--- src/hdl/tpl_pkg.sv ---
// ----------------------------------------------------------------------------
// tpl_pkg
// Shared types and constants for the two-party lock table.
// ----------------------------------------------------------------------------
package tpl_pkg;

    localparam int NUM_SLOTS_DEF = 16;
    localparam int ACTION_W      = 3;
    localparam int ID_W          = 5;
    localparam int ROLE_W        = 2;
    localparam int STATUS_W      = 2;
    localparam int AID_W         = 4;

    typedef enum logic [ACTION_W-1:0] {
        ACT_CREATE  = 3'd0,
        ACT_ACQUIRE = 3'd1,
        ACT_POLL    = 3'd2,
        ACT_RELEASE = 3'd3,
        ACT_DESTROY = 3'd4
    } action_t;

    typedef enum logic [STATUS_W-1:0] {
        STAT_OK      = 2'd0,
        STAT_INVALID = 2'd1,
        STAT_WAIT    = 2'd2,
        STAT_FULL    = 2'd3
    } status_t;

    typedef enum logic [1:0] {
        S_IDLE,
        S_EXEC,
        S_OUT
    } state_t;

    typedef struct packed {
        logic load_in;
        logic exec;
    } tpl_cmd_t;

endpackage

--- src/hdl/tpl_ctrl.sv ---
// ----------------------------------------------------------------------------
// tpl_ctrl
// Sequencer: takes one request beat, runs it through the datapath and holds
// the result beat until it is taken.
// ----------------------------------------------------------------------------
module tpl_ctrl
    import tpl_pkg::*;
(
    input  logic     aclk,
    input  logic     aresetn,
    input  logic     s_valid,
    output logic     s_ready,
    output logic     m_valid,
    input  logic     m_ready,
    output tpl_cmd_t cmd
);

    state_t state_reg;
    state_t state_next;

    always_ff @(posedge aclk) begin
        if (!aresetn) begin
            state_reg <= S_IDLE;
        end else begin
            state_reg <= state_next;
        end
    end

    always_comb begin
        state_next  = state_reg;
        s_ready     = 1'b0;
        m_valid     = 1'b0;
        cmd.load_in = 1'b0;
        cmd.exec    = 1'b0;
        case (state_reg)
            S_IDLE: begin
                s_ready     = 1'b1;
                cmd.load_in = s_valid;
                if (s_valid) begin
                    state_next = S_EXEC;
                end
            end
            S_EXEC: begin
                cmd.exec   = 1'b1;
                state_next = S_OUT;
            end
            S_OUT: begin
                m_valid = 1'b1;
                if (m_ready) begin
                    state_next = S_IDLE;
                end
            end
            default: begin
                state_next = S_IDLE;
            end
        endcase
    end

endmodule

--- src/hdl/tpl_datapath.sv ---
// ----------------------------------------------------------------------------
// tpl_datapath
// Lock slot storage, free slot search, request decode and result register.
// ----------------------------------------------------------------------------
module tpl_datapath
    import tpl_pkg::*;
#(
    parameter int NUM_SLOTS = NUM_SLOTS_DEF
) (
    input  logic                aclk,
    input  logic                aresetn,
    input  tpl_cmd_t            cmd,
    input  logic [ACTION_W-1:0] s_action,
    input  logic [ID_W-1:0]     s_lock_id,
    input  logic [ROLE_W-1:0]   s_role,
    output logic [STATUS_W-1:0] m_status,
    output logic [AID_W-1:0]    m_assigned_id
);

    localparam int SLOT_W = (NUM_SLOTS > 1) ? $clog2(NUM_SLOTS) : 1;
    localparam logic [ID_W:0] SLOTS_CMP = (ID_W+1)'(NUM_SLOTS);

    logic [ACTION_W-1:0] action_reg;
    logic [ID_W-1:0]     id_reg;
    logic [ROLE_W-1:0]   role_reg;

    logic [NUM_SLOTS-1:0] used_reg;
    logic [NUM_SLOTS-1:0] turn_reg;
    logic [1:0]           flags_reg [NUM_SLOTS];

    logic [STATUS_W-1:0] status_reg;
    logic [STATUS_W-1:0] status_next;
    logic [AID_W-1:0]    aid_reg;
    logic [AID_W-1:0]    aid_next;

    logic              in_range;
    logic [SLOT_W-1:0] slot;
    logic              id_ok;
    logic              role_ok;
    logic              r;
    logic [1:0]        cur_flags;
    logic              cur_turn;

    logic              free_found;
    logic [SLOT_W-1:0] free_slot;
    logic [ID_W-1:0]   free_id;

    logic              wr_en;
    logic [SLOT_W-1:0] wr_slot;
    logic              wr_used;
    logic [1:0]        wr_flags;
    logic              wr_turn_en;
    logic              wr_turn;

    always_ff @(posedge aclk) begin
        if (cmd.load_in) begin
            action_reg <= s_action;
            id_reg     <= s_lock_id;
            role_reg   <= s_role;
        end
    end

    // lowest free slot
    always_comb begin
        free_found = 1'b0;
        free_slot  = '0;
        free_id    = '0;
        for (int i = NUM_SLOTS - 1; i >= 0; i--) begin
            if (!used_reg[i]) begin
                free_found = 1'b1;
                free_slot  = SLOT_W'(i);
                free_id    = ID_W'(i);
            end
        end
    end

    assign in_range  = {1'b0, id_reg} < SLOTS_CMP;
    assign slot      = in_range ? id_reg[SLOT_W-1:0] : '0;
    assign id_ok     = in_range && used_reg[slot];
    assign role_ok   = (role_reg[1] == 1'b0);
    assign r         = role_reg[0];
    assign cur_flags = flags_reg[slot];
    assign cur_turn  = turn_reg[slot];

    always_comb begin
        status_next = STAT_INVALID;
        aid_next    = '0;
        wr_en       = 1'b0;
        wr_slot     = slot;
        wr_used     = 1'b1;
        wr_flags    = cur_flags;
        wr_turn_en  = 1'b0;
        wr_turn     = 1'b0;
        case (action_reg)
            ACT_CREATE: begin
                status_next = STAT_FULL;
                if (free_found) begin
                    status_next = STAT_OK;
                    aid_next    = free_id[AID_W-1:0];
                    wr_en       = 1'b1;
                    wr_slot     = free_slot;
                    wr_flags    = 2'b00;
                    wr_turn_en  = 1'b1;
                end
            end
            ACT_ACQUIRE: begin
                if (id_ok && role_ok) begin
                    wr_en       = 1'b1;
                    wr_flags    = cur_flags | (r ? 2'b10 : 2'b01);
                    wr_turn_en  = 1'b1;
                    wr_turn     = r;
                    // other flag is untouched and turn now equals the caller
                    status_next = cur_flags[~r] ? STAT_WAIT : STAT_OK;
                end
            end
            ACT_POLL: begin
                if (id_ok && role_ok) begin
                    status_next = (cur_flags[~r] && (cur_turn == r)) ? STAT_WAIT : STAT_OK;
                end
            end
            ACT_RELEASE: begin
                if (id_ok && role_ok) begin
                    wr_en       = 1'b1;
                    wr_flags    = cur_flags & (r ? 2'b01 : 2'b10);
                    status_next = STAT_OK;
                end
            end
            ACT_DESTROY: begin
                if (id_ok) begin
                    wr_en       = 1'b1;
                    wr_used     = 1'b0;
                    wr_flags    = 2'b00;
                    status_next = STAT_OK;
                end
            end
            default: begin
                status_next = STAT_INVALID;
            end
        endcase
    end

    always_ff @(posedge aclk) begin
        if (!aresetn) begin
            used_reg <= '0;
            turn_reg <= '0;
            for (int i = 0; i < NUM_SLOTS; i++) begin
                flags_reg[i] <= 2'b00;
            end
        end else if (cmd.exec && wr_en) begin
            used_reg[wr_slot]  <= wr_used;
            flags_reg[wr_slot] <= wr_flags;
            if (wr_turn_en) begin
                turn_reg[wr_slot] <= wr_turn;
            end
        end
    end

    always_ff @(posedge aclk) begin
        if (cmd.exec) begin
            status_reg <= status_next;
            aid_reg    <= aid_next;
        end
    end

    assign m_status      = status_reg;
    assign m_assigned_id = aid_reg;

endmodule

--- src/hdl/two_party_lock_table_top.sv ---
// ----------------------------------------------------------------------------
// two_party_lock_table_top
// Table of two-party Peterson locks: create, acquire, poll, release, destroy.
// ----------------------------------------------------------------------------
//  channel | ports                                  | direction
//  s_      | s_valid s_ready s_action s_lock_id s_role | request in
//  m_      | m_valid m_ready m_status m_assigned_id  | result out
//
//  one request beat is in flight at a time: accept, execute, then the result
//  beat is held until taken, so a new request waits until the result is taken
//  the execute cycle reads and writes one slot and runs the free slot search
//  synchronous active-low reset clears all slots and returns to accepting
//  a stalled result beat holds s_ready low
module two_party_lock_table_top
    import tpl_pkg::*;
#(
    parameter int NUM_SLOTS = NUM_SLOTS_DEF
) (
    input  logic                aclk,
    input  logic                aresetn,
    input  logic                s_valid,
    output logic                s_ready,
    input  logic [ACTION_W-1:0] s_action,
    input  logic [ID_W-1:0]     s_lock_id,
    input  logic [ROLE_W-1:0]   s_role,
    output logic                m_valid,
    input  logic                m_ready,
    output logic [STATUS_W-1:0] m_status,
    output logic [AID_W-1:0]    m_assigned_id
);

    tpl_cmd_t cmd;

    tpl_ctrl u_ctrl (
        .aclk    (aclk),
        .aresetn (aresetn),
        .s_valid (s_valid),
        .s_ready (s_ready),
        .m_valid (m_valid),
        .m_ready (m_ready),
        .cmd     (cmd)
    );

    tpl_datapath #(
        .NUM_SLOTS (NUM_SLOTS)
    ) u_datapath (
        .aclk          (aclk),
        .aresetn       (aresetn),
        .cmd           (cmd),
        .s_action      (s_action),
        .s_lock_id     (s_lock_id),
        .s_role        (s_role),
        .m_status      (m_status),
        .m_assigned_id (m_assigned_id)
    );

endmodule

--- config.mk ---
export PLATFORM = sky130hd
export DESIGN_NAME = two_party_lock_table_top
export DESIGN_NICKNAME = d
export VERILOG_FILES = /design/src/hdl/tpl_pkg.sv /design/src/hdl/tpl_ctrl.sv /design/src/hdl/tpl_datapath.sv /design/src/hdl/two_party_lock_table_top.sv
export SDC_FILE = /design/constraint.sdc
export NUM_CORES = 1
export LEC_CHECK = 0
export ABC_AREA = 1
export ABC_CLOCK_PERIOD_IN_PS = 3700
export BUFFER_PORTS_ARGS = -buffer_cell sky130_fd_sc_hd__buf_2
export CORE_MARGIN = 2
export CORE_UTILIZATION = 38
export CTS_BUF_LIST = sky130_fd_sc_hd__clkbuf_8
export DETAILED_ROUTE_END_ITERATION = 12
export PLACE_DENSITY = 0.64
export SYNTH_ARGS = -nofsm -noshare
export SYNTH_HDL_FRONTEND = slang
export SYNTH_SLANG_ARGS = --single-unit
--- constraint.sdc ---
create_clock -name aclk -period 3.7 [get_ports aclk]
set_clock_uncertainty 0.2 [all_clocks]
set_input_delay 0.37 -clock aclk [delete_from_list [all_inputs] [get_ports aclk]]
set_output_delay 0.37 -clock aclk [all_outputs]
set_load 0.005 [all_outputs]
==> out/results.ini, run 1 <==
[status]
status=finished, final reports clean

[timing]
finalCritPeriodShare=0.881
fmax_mhz=307
worst_slew_pin_slew_ns=0.652
tns_ns=0
holdWs_ns=0.0401
relSlewSlack=0.565
setup-violations-final=0
finalHoldViolCount=0
rsz0062_at_grt=no
finalCriticalPeriod_ns=3.26
slew_violations=0

[global_routing]
track_usage=0.196
grt.overflow.total=0
grt_pass1_vias=3688
grt_max_degree=64
grt_pass1_wl_um=19100
antenna_found_initial=0

[floorplanning]
rows=39
die_width_um=111
core_sq_um=11300
start_util=0.386
die_area_sq_um=12300
io_pins=22
dieHeight_um=111

[drt]
wl_per_cell_um=15.5
first_pass_iters=5
routed_wl_um=11600
viasPerCell=5.28
antenna_left=0
drc_errors=0
drtIter0Drc=316
via_count=3930

[synth]
ys_seq_area_frac=0.488
yosysWarnings=0
yosys.area.top_type=edfxtp_1
synth_top_area_frac=0.331
avgSynthCellArea_sq_um=7.75
netlist_instances=561
synth_seq_cells=82
synthArstFlopShare=0
synth.cell_area_sq_um=4350
synth_cell_types=40
yosysMostFrequentCell=nand2_1
synth_common_cells=nand2_1 (118), nor2_1 (110), nand3_1 (60)
syn_nets=575
synth_flop_cell=edfxtp_1
synth.area.top_cells=edfxtp_1 (33%), dfxtp_1 (16%), nand2_1 (10%), nor2_1 (9.5%), nand3_1 (6.9%)
synth-edff-count=48

[power]
peakVddDrop_v=0.000183
total_power_uw=1850
power_leakage_uw=0.00203
power.density_nw_per_um2=376

[clock_tree]
clkSlewWorstSetupHoldPaths_ns=0.09
cts_setup_buffers=0
cts_root_buf=clkbuf_8
numCtsBuffers=9
cts_tree=done
clk_latency_ns=0.36
cts.sinks=82
h-tree-depth=3
clockBufferDepth=2

[final_layout]
n_antenna_cell=0
stdcell_area_sq_um=4930
seq_area_sq_um=2120
instances_no_fill=745
largest_reg_flops=32
nets=611
layout-drive-gt1-share=0.159
fill_cells=1119
multi_input_area_sq_um=1920
syn_to_final_growth_pct=13.4

[worst_setup_path]
cp_max_fo=12
cp.required_ns=3.58
cp-start-kind=flip-flop
crit_arrival_ns=3.14
critical_path_class=flip-flop to flip-flop
crit_path_end_kind=flip-flop

[worst_hold_path]
hp-class=input port to flip-flop

[placement]
postPlaceCellArea_sq_um=4650
place.detailed.hpwl_um=8480
gp_congestion=0.927
port_buffers=21
place_inst=719

[flow_run]
drv_cap=0

[per-stage QoR]
step	setup slack [ns]	utilization
final	0.441	0.438
after CTS	0.470	0.438
after floorplan	1.22	-
after detailed placement	0.478	0.412
after global placement	0.641	0.412
after global routing	0.151	0.438
[routing by layer]
layer  wire length, um  up-vias  global-route usage
met1              5360     1863               0.268
li1                  -     1936                   -
met5                 0        -                   0
met4               250        0              0.0658
met2              5510      110               0.319
met3               440       21              0.0312
[critical path, cell delays in order, from the launching register on]
cell	delay [ns]
edfxtp_1	0.63
nand2_2	0.24
inv_1	0.19
nand2_1	0.07
nand3_1	0.08
nand3_1	0.07
nand2_1	0.07
nand3_1	0.08
nand2_2	0.12
nand3_1	0.08
nand3_1	0.09
nand2_2	0.14
nor2_2	0.32
buf_4	0.23
nand4_1	0.19
nand2_1	0.17
[power breakdown]
group	leakage, uW	switching (uW)	internal, uW
combinational	0.00118	158	70.8
sequential	0.000759	14.2	988
clock	0.0000951	353	270
[timing repair]
| item | in CTS | in global routing |
|---|---|---|
| resized for setup | 0 | 0 |
| endpoints found under the hold margin | 10 | 0 |
| hold buffers | 10 | 0 |
[cell families after synthesis]
logic type	after synthesis	synth area share
simple gates	338	0.349
buf+inv	75	0.0705
xor+xnor	1	0.00201
compound gates	65	0.0909
flops	82	0.488
[cell usage in the layout (no fill, tap or decap), types with 11 or more instances in the layout]
cell and count:
buf_2 21, o21ai_0 25, nand3_1 60, inv_1 40, nand2_1 118, dfxtp_1 34
edfxtp_1 48, nand4_1 18, inv_2 11, a21oi_1 16, nor2_1 110, buf_4 16
[layout make-up]
class,instances,share of cell area
clock buffers,10,0.0279
clock inverters,6,0.00963
inverters,53,0.0408
multi-input cells,404,0.389
flip-flops and latches,82,0.430
well taps,143,0.0363
repair buffers,47,0.0659
[final timing paths]
kind                                                           start                                       end  slack, ns  cells after the start
worst max-delay path                  u_datapath.id_reg[0]$_DFFE_PP_  u_datapath.flags_reg[1][1]$_SDFFCE_PN0P_       0.44                     15
worst min-delay path                                         s_valid          u_ctrl.state_reg[0]$_SDFFE_PN0P_       0.04                      3
worst max register to register        u_datapath.id_reg[0]$_DFFE_PP_  u_datapath.flags_reg[1][1]$_SDFFCE_PN0P_       0.44                     15
worst min register to register  u_datapath.turn_reg[14]$_SDFFE_PN0P_      u_datapath.turn_reg[14]$_SDFFE_PN0P_       0.29                      2
Power figures use the tool's default switching activity.
==> inputs of run 2 (changes only) <==
CORE_ASPECT_RATIO = 0.75   (was default)
==> out/results.ini, run 2 (same netlist as run 1, synthesis figures left out) <==
[worst_hold_path]
hold_path_end=u_ctrl.state_reg[0]$_SDFFE_PN0P_
min_from=s_valid
worstHoldPathCells=3  ; unchanged
hp-class=input port to flip-flop

[clock_tree]
cts.sinks=82  ; unchanged
cts_setup_buffers=0  ; unchanged
cts_root_buf=clkbuf_8
clk_latency_ns=0.37  ; about the same
h-tree-depth=3  ; unchanged
cts_tree=done
clockBufferDepth=2  ; unchanged
clkSlewWorstSetupHoldPaths_ns=0.09  ; about the same
cts_resized=0  ; unchanged
ctsHoldBuffers=10  ; unchanged
numCtsBuffers=9  ; unchanged

[worst_setup_path]
r2r_slack_ns=0.18  ; -0.26 ns
crit_path_end_kind=flip-flop
cp-start-kind=flip-flop
critPathLaunch=u_datapath.id_reg[2]$_DFFE_PP_
cp.required_ns=3.59  ; about the same
crit_arrival_ns=3.41  ; +0.27 ns
critical_path_class=flip-flop to flip-flop
r2r_cells=9  ; -6
reg2reg_to=u_datapath.flags_reg[14][0]$_SDFFCE_PN0P_
rr_startpoint=u_datapath.id_reg[2]$_DFFE_PP_
cp_max_fo=9  ; -3

[placement]
place_inst=712  ; -0.97%
post-place-ws_ns=0.344  ; -0.134 ns
place.detailed.hpwl_um=9110  ; +7.4%
gp_congestion=0.984  ; +6.2%
port_buffers=21  ; unchanged

[global_routing]
grt_pass1_vias=3544  ; -3.9%
grt_max_degree=64  ; unchanged
grt_pass1_wl_um=19000  ; -0.83%
track_usage=0.202  ; +0.00606
grt.overflow.total=0  ; unchanged
antenna_found_initial=0  ; unchanged

[final_layout]
nets=607  ; -0.65%
layout_commonest_cell=nand2_1
instances_no_fill=738  ; -0.94%
fill_cells=1095  ; -2.1%
layout-drive-gt1-share=0.151  ; -0.00897
n_antenna_cell=0  ; unchanged
largest_reg_flops=32  ; unchanged
layout_common_cells=nand2_1 (118), nor2_1 (110), nand3_1 (60), edfxtp_1 (48), inv_1 (42)
syn_to_final_growth_pct=12.7
final_util=0.445  ; +0.00700

[floorplanning]
io_pins=22  ; unchanged
die_area_sq_um=12300  ; about the same
core_sq_um=11000  ; -2.2%
dieHeight_um=96.7  ; -13%
start_util=0.395  ; +0.00867
die_width_um=128  ; +15%
rows=33  ; -15%

[drt]
drtIter0Drc=294  ; -7.0%
via_count=3933  ; +0.076%
antenna_left=0  ; unchanged
drc_errors=0  ; unchanged
first_pass_iters=7  ; +2
viasPerCell=5.33  ; +1.0%
wl_per_cell_um=16.7  ; +7.5%
routed_wl_um=12300  ; +6.5%

[power]
p_seq_frac=0.534  ; -0.007
power.switching_uw=512  ; -2.5%
p_int_uw=1360  ; +2.4%
peakVddDrop_v=0.000245  ; +34%
clockPowerShare=0.345  ; +0.009
power.density_nw_per_um2=382  ; +1.7%
p_comb_frac=0.122  ; about the same
power_leakage_uw=0.00202  ; -0.63%
swShare=0.273  ; -0.00994

[timing]
finalHoldViolCount=0  ; unchanged
rsz0062_at_grt=no
holdWs_ns=0.0489  ; +0.00877 ns
worst_slew_pin_slew_ns=0.835  ; +0.183 ns
fmax_mhz=284  ; -7.3%
finalCritPeriodShare=0.950  ; +0.0693
slew_violations=0  ; unchanged
tns_ns=0  ; unchanged
setup-violations-final=0  ; unchanged
setup_ws_ns=0.185  ; -0.256 ns
finalCriticalPeriod_ns=3.52  ; +0.256 ns
relSlewSlack=0.443  ; -0.122

[flow_run]
drv_cap=0  ; unchanged

[status]
status=finished, final reports clean

[run 2: metrics by stage]
step	total power (uW)	instance area [sq um]
after CTS	1880	4900
after global routing	1930	4900
after global placement	1230	4620
after detailed placement	1240	4620
after floorplan	1170	4350
final	1870	4900
[run 2: layout make-up]
type                            count  area, sq um  area share
Timing Repair Buffer               43          295      0.0602
Clock inverter                      7         63.8      0.0130
Inverter                           53          201      0.0411
Multi-Input combinational cell    404         1920       0.392
Clock buffer                        9          124      0.0253
Tap cell                          140          175      0.0357
Sequential cell                    82         2120       0.433
[run 2: worst max-delay path by stage]
stage,to
6_report,u_datapath.flags_reg[14][0]$_SDFFCE_PN0P_
5_1_grt,u_datapath.flags_reg[14][0]$_SDFFCE_PN0P_
4_1_cts,u_datapath.flags_reg[14][1]$_SDFFCE_PN0P_
3_5_place_dp,u_datapath.flags_reg[14][1]$_SDFFCE_PN0P_
3_3_place_gp,u_datapath.flags_reg[14][0]$_SDFFCE_PN0P_
2_1_floorplan,u_datapath.flags_reg[14][0]$_SDFFCE_PN0P_
[run 2: layer usage]
metal,part of all wire,up-vias,track usage
met2,0.40,165,0.281
met5,0,-,0
li1,-,1927,-
met4,0.015,0,0.0524
met3,0.12,16,0.0752
met1,0.47,1825,0.295
[run 2: worst max-delay path, stage by stage, from the launching register on]
cell	delay, ns
edfxtp_1	0.44
inv_1	0.14
nor2_1	0.65
inv_1	0.36
o21ai_2	0.31
and2_2	0.26
inv_2	0.08
nor2_1	0.31
nand2_1	0.31
nand2_1	0.19
[run 2: power by group through the flow]
| stage | registers (uW) | clock network [uW] | logic (uW) |
|---|---|---|---|
| finish | 1000 | 645 | 228 |
| global route | 1000 | 682 | 247 |
| floorplan | 1020 | 0 | 148 |
| CTS | 1000 | 653 | 224 |
| global placement | 1020 | 0 | 213 |
| detailed placement | 1020 | 0 | 215 |
==> inputs of run 3 (changes only) <==
ABC_CLOCK_PERIOD_IN_PS = default   (was 3700)
SYNTH_HIERARCHICAL = 1   (was default)
==> out/results.ini, run 3 <==
[drt]
antenna_left=0  ; unchanged
first_pass_iters=5  ; -2
viasPerCell=5.41  ; +1.5%
wl_per_cell_um=16.9  ; +1.4%
drtIter0Drc=412  ; +40%
routed_wl_um=12600  ; +1.9%
drt-met1-wl_um=6100  ; +5.6%
drc_errors=0  ; unchanged
routed.top_layer=met4
via_count=4012  ; +2.0%
met3_length_um=1210  ; -15%
wl_met2_um=5040  ; +2.2%

[clock_tree]
clkSlewWorstSetupHoldPaths_ns=0.09  ; about the same
cts_setup_buffers=0  ; unchanged
clk_latency_ns=0.37  ; about the same
cts.sinks=82  ; unchanged
clockBufferDepth=2  ; unchanged
cts_root_buf=clkbuf_8
cts_tree=done
numCtsBuffers=9  ; unchanged
h-tree-depth=3  ; unchanged

[timing]
relSlewSlack=0.455  ; +0.0120
tns_ns=0  ; unchanged
rsz0062_at_grt=no
finalCriticalPeriod_ns=3.14  ; -0.379 ns
worst_slew_pin_slew_ns=0.814  ; -0.0210 ns
fmax_mhz=319  ; +12%
finalCritPeriodShare=0.848  ; -0.102
setup-violations-final=0  ; unchanged
finalHoldViolCount=0  ; unchanged
slew_violations=0  ; unchanged
setup_ws_ns=0.564  ; +0.379 ns

[final_layout]
fill_cells=1082  ; -1.2%
syn_to_final_growth_pct=12.9
nets=611  ; +0.66%
layout-drive-gt1-share=0.145  ; -0.00598
layout_commonest_cell=nand2_1
n_antenna_cell=0  ; unchanged
final_util=0.445  ; +0.000602
largest_reg_flops=32  ; unchanged
stdcell_area_sq_um=4930  ; +0.51%
instances_no_fill=742  ; +0.54%
layout_common_cells=nand2_1 (124), nor2_1 (98), nand3_1 (65), edfxtp_1 (48), inv_1 (45)

[global_routing]
grt_pass1_wl_um=19400  ; +2.1%
antenna_found_initial=0  ; unchanged
track_usage=0.207  ; +0.00462
grt_pass1_vias=3710  ; +4.7%
grt.overflow.total=0  ; unchanged
grt_max_degree=62  ; -3.1%

[worst_setup_path]
crit_arrival_ns=3.03  ; -0.38 ns
cp-start-kind=flip-flop
cp_max_fo=5  ; -4
crit_path_end_kind=flip-flop
cp.required_ns=3.59  ; about the same
critical_path_class=flip-flop to flip-flop

[synth]
synth.cell_area_sq_um=4370  ; +0.35%
yosysMostFrequentCell=nand2_1
yosys.area.top_type=edfxtp_1
yosysWarnings=6  ; +6
synth_cell_types=31  ; -23%
syn_nets=579  ; +0.70%
synth_flop_cell=edfxtp_1
synth-edff-count=48  ; unchanged
netlist_instances=565  ; +0.71%
synth_common_cells=nand2_1 (124), nor2_1 (98), nand3_1 (65)
synth_seq_cells=82  ; unchanged
synth.area.top_cells=edfxtp_1 (33%), dfxtp_1 (16%), nand2_1 (11%), nor2_1 (8.4%), nand3_1 (7.5%)
ys_seq_area_frac=0.486  ; -0.00168
synth_top_area_frac=0.330  ; -0.00114
avgSynthCellArea_sq_um=7.73  ; -0.37%
synthArstFlopShare=0  ; unchanged

[floorplanning]
die_area_sq_um=12400  ; +0.33%
dieHeight_um=96.8  ; +0.16%
die_width_um=128  ; +0.17%
start_util=0.395  ; about the same
rows=33  ; unchanged
io_pins=22  ; unchanged
core_sq_um=11100  ; +0.37%

[power]
peakVddDrop_v=0.000204  ; -17%
power.density_nw_per_um2=392  ; +2.6%
power_leakage_uw=0.00210  ; +4.2%

[placement]
place.detailed.hpwl_um=9230  ; +1.3%
port_buffers=21  ; unchanged
place_inst=716  ; +0.56%
gp_congestion=0.960  ; -2.4%
post-place-ws_ns=0.653  ; +0.309 ns
postPlaceCellArea_sq_um=4620  ; +0.19%

[worst_hold_path]
hp-class=input port to flip-flop

[flow_run]
drv_cap=0  ; unchanged

[status]
status=finished, final reports clean

==> run 3: final cells by class <==
type | count | area (sq um) | share of cell area
clock buffer | 9 | 124 | 0.0251
clock inverter | 7 | 80.1 | 0.0162
inverter | 57 | 214 | 0.0434
multi-input combinational | 405 | 1930 | 0.391
sequential | 82 | 2120 | 0.431
tap | 140 | 175 | 0.0355
timing repair buffer | 42 | 288 | 0.0584
==> run 3: what timing repair did <==
item / 4_1_cts / 5_1_grt
resized for setup: 0 / 0
setup endpoints to repair: 0 / 0
hold buffers: 10 / 0
hold endpoints to repair: 10 / 0
==> run 3: power breakdown <==
group / leakage [uW] / switching (uW) / internal, uW
logic: 0.00124 / 176 / 69.6
clock network: 0.000107 / 361 / 323
registers: 0.000756 / 13.6 / 989
==> run 3: per-layer routing <==
layer  vias up  global-route usage
met5         -                   0
met3        26              0.0619
li1       1954                   -
met4         0              0.0600
met2       195               0.283
met1      1837               0.312
==> run 3: final timing paths <==
kind	startpoint	endpoint	slack (ns)	cells past startpoint
max	u_datapath/id_reg[4]$_DFFE_PP_	u_datapath/flags_reg[0][1]$_SDFFCE_PN0P_	0.56	10
min	s_valid	u_ctrl/state_reg[0]$_SDFFE_PN0P_	0.07	3
max reg2reg	u_datapath/id_reg[4]$_DFFE_PP_	u_datapath/flags_reg[0][1]$_SDFFCE_PN0P_	0.56	10
min reg2reg	u_datapath/turn_reg[0]$_SDFFE_PN0P_	u_datapath/turn_reg[0]$_SDFFE_PN0P_	0.30	2
==> run 3: cells by family (layout without fill, tap and decap cells) <==
family,after synthesis,count (layout),synth area share
AOI/OAI and AO/OA,72,72,0.0977
and+or+nand+nor,332,332,0.341
xor gates and xnor gates,1,1,0.00201
DFF,82,82,0.486
buffers and inverters,78,115,0.0728
==> run 3: critical path, stage by stage (launching register included) <==
cell and delay [ns]:
edfxtp_1 0.53, inv_2 0.07, nand2_1 0.26, inv_1 0.25, o21ai_2 0.25, inv_1 0.08, nor2_1 0.42, inv_1 0.16
nor2_2 0.31, nand2_1 0.19, nand2_1 0.14
==> run 3: metrics by stage <==
step	hold slack [ns]	power, uW
2_1_floorplan	0.252	1170
3_3_place_gp	0.270	1250
3_5_place_dp	0.283	1250
4_1_cts	0.0491	1940
5_1_grt	0.0832	2010
6_report	0.0728	1930
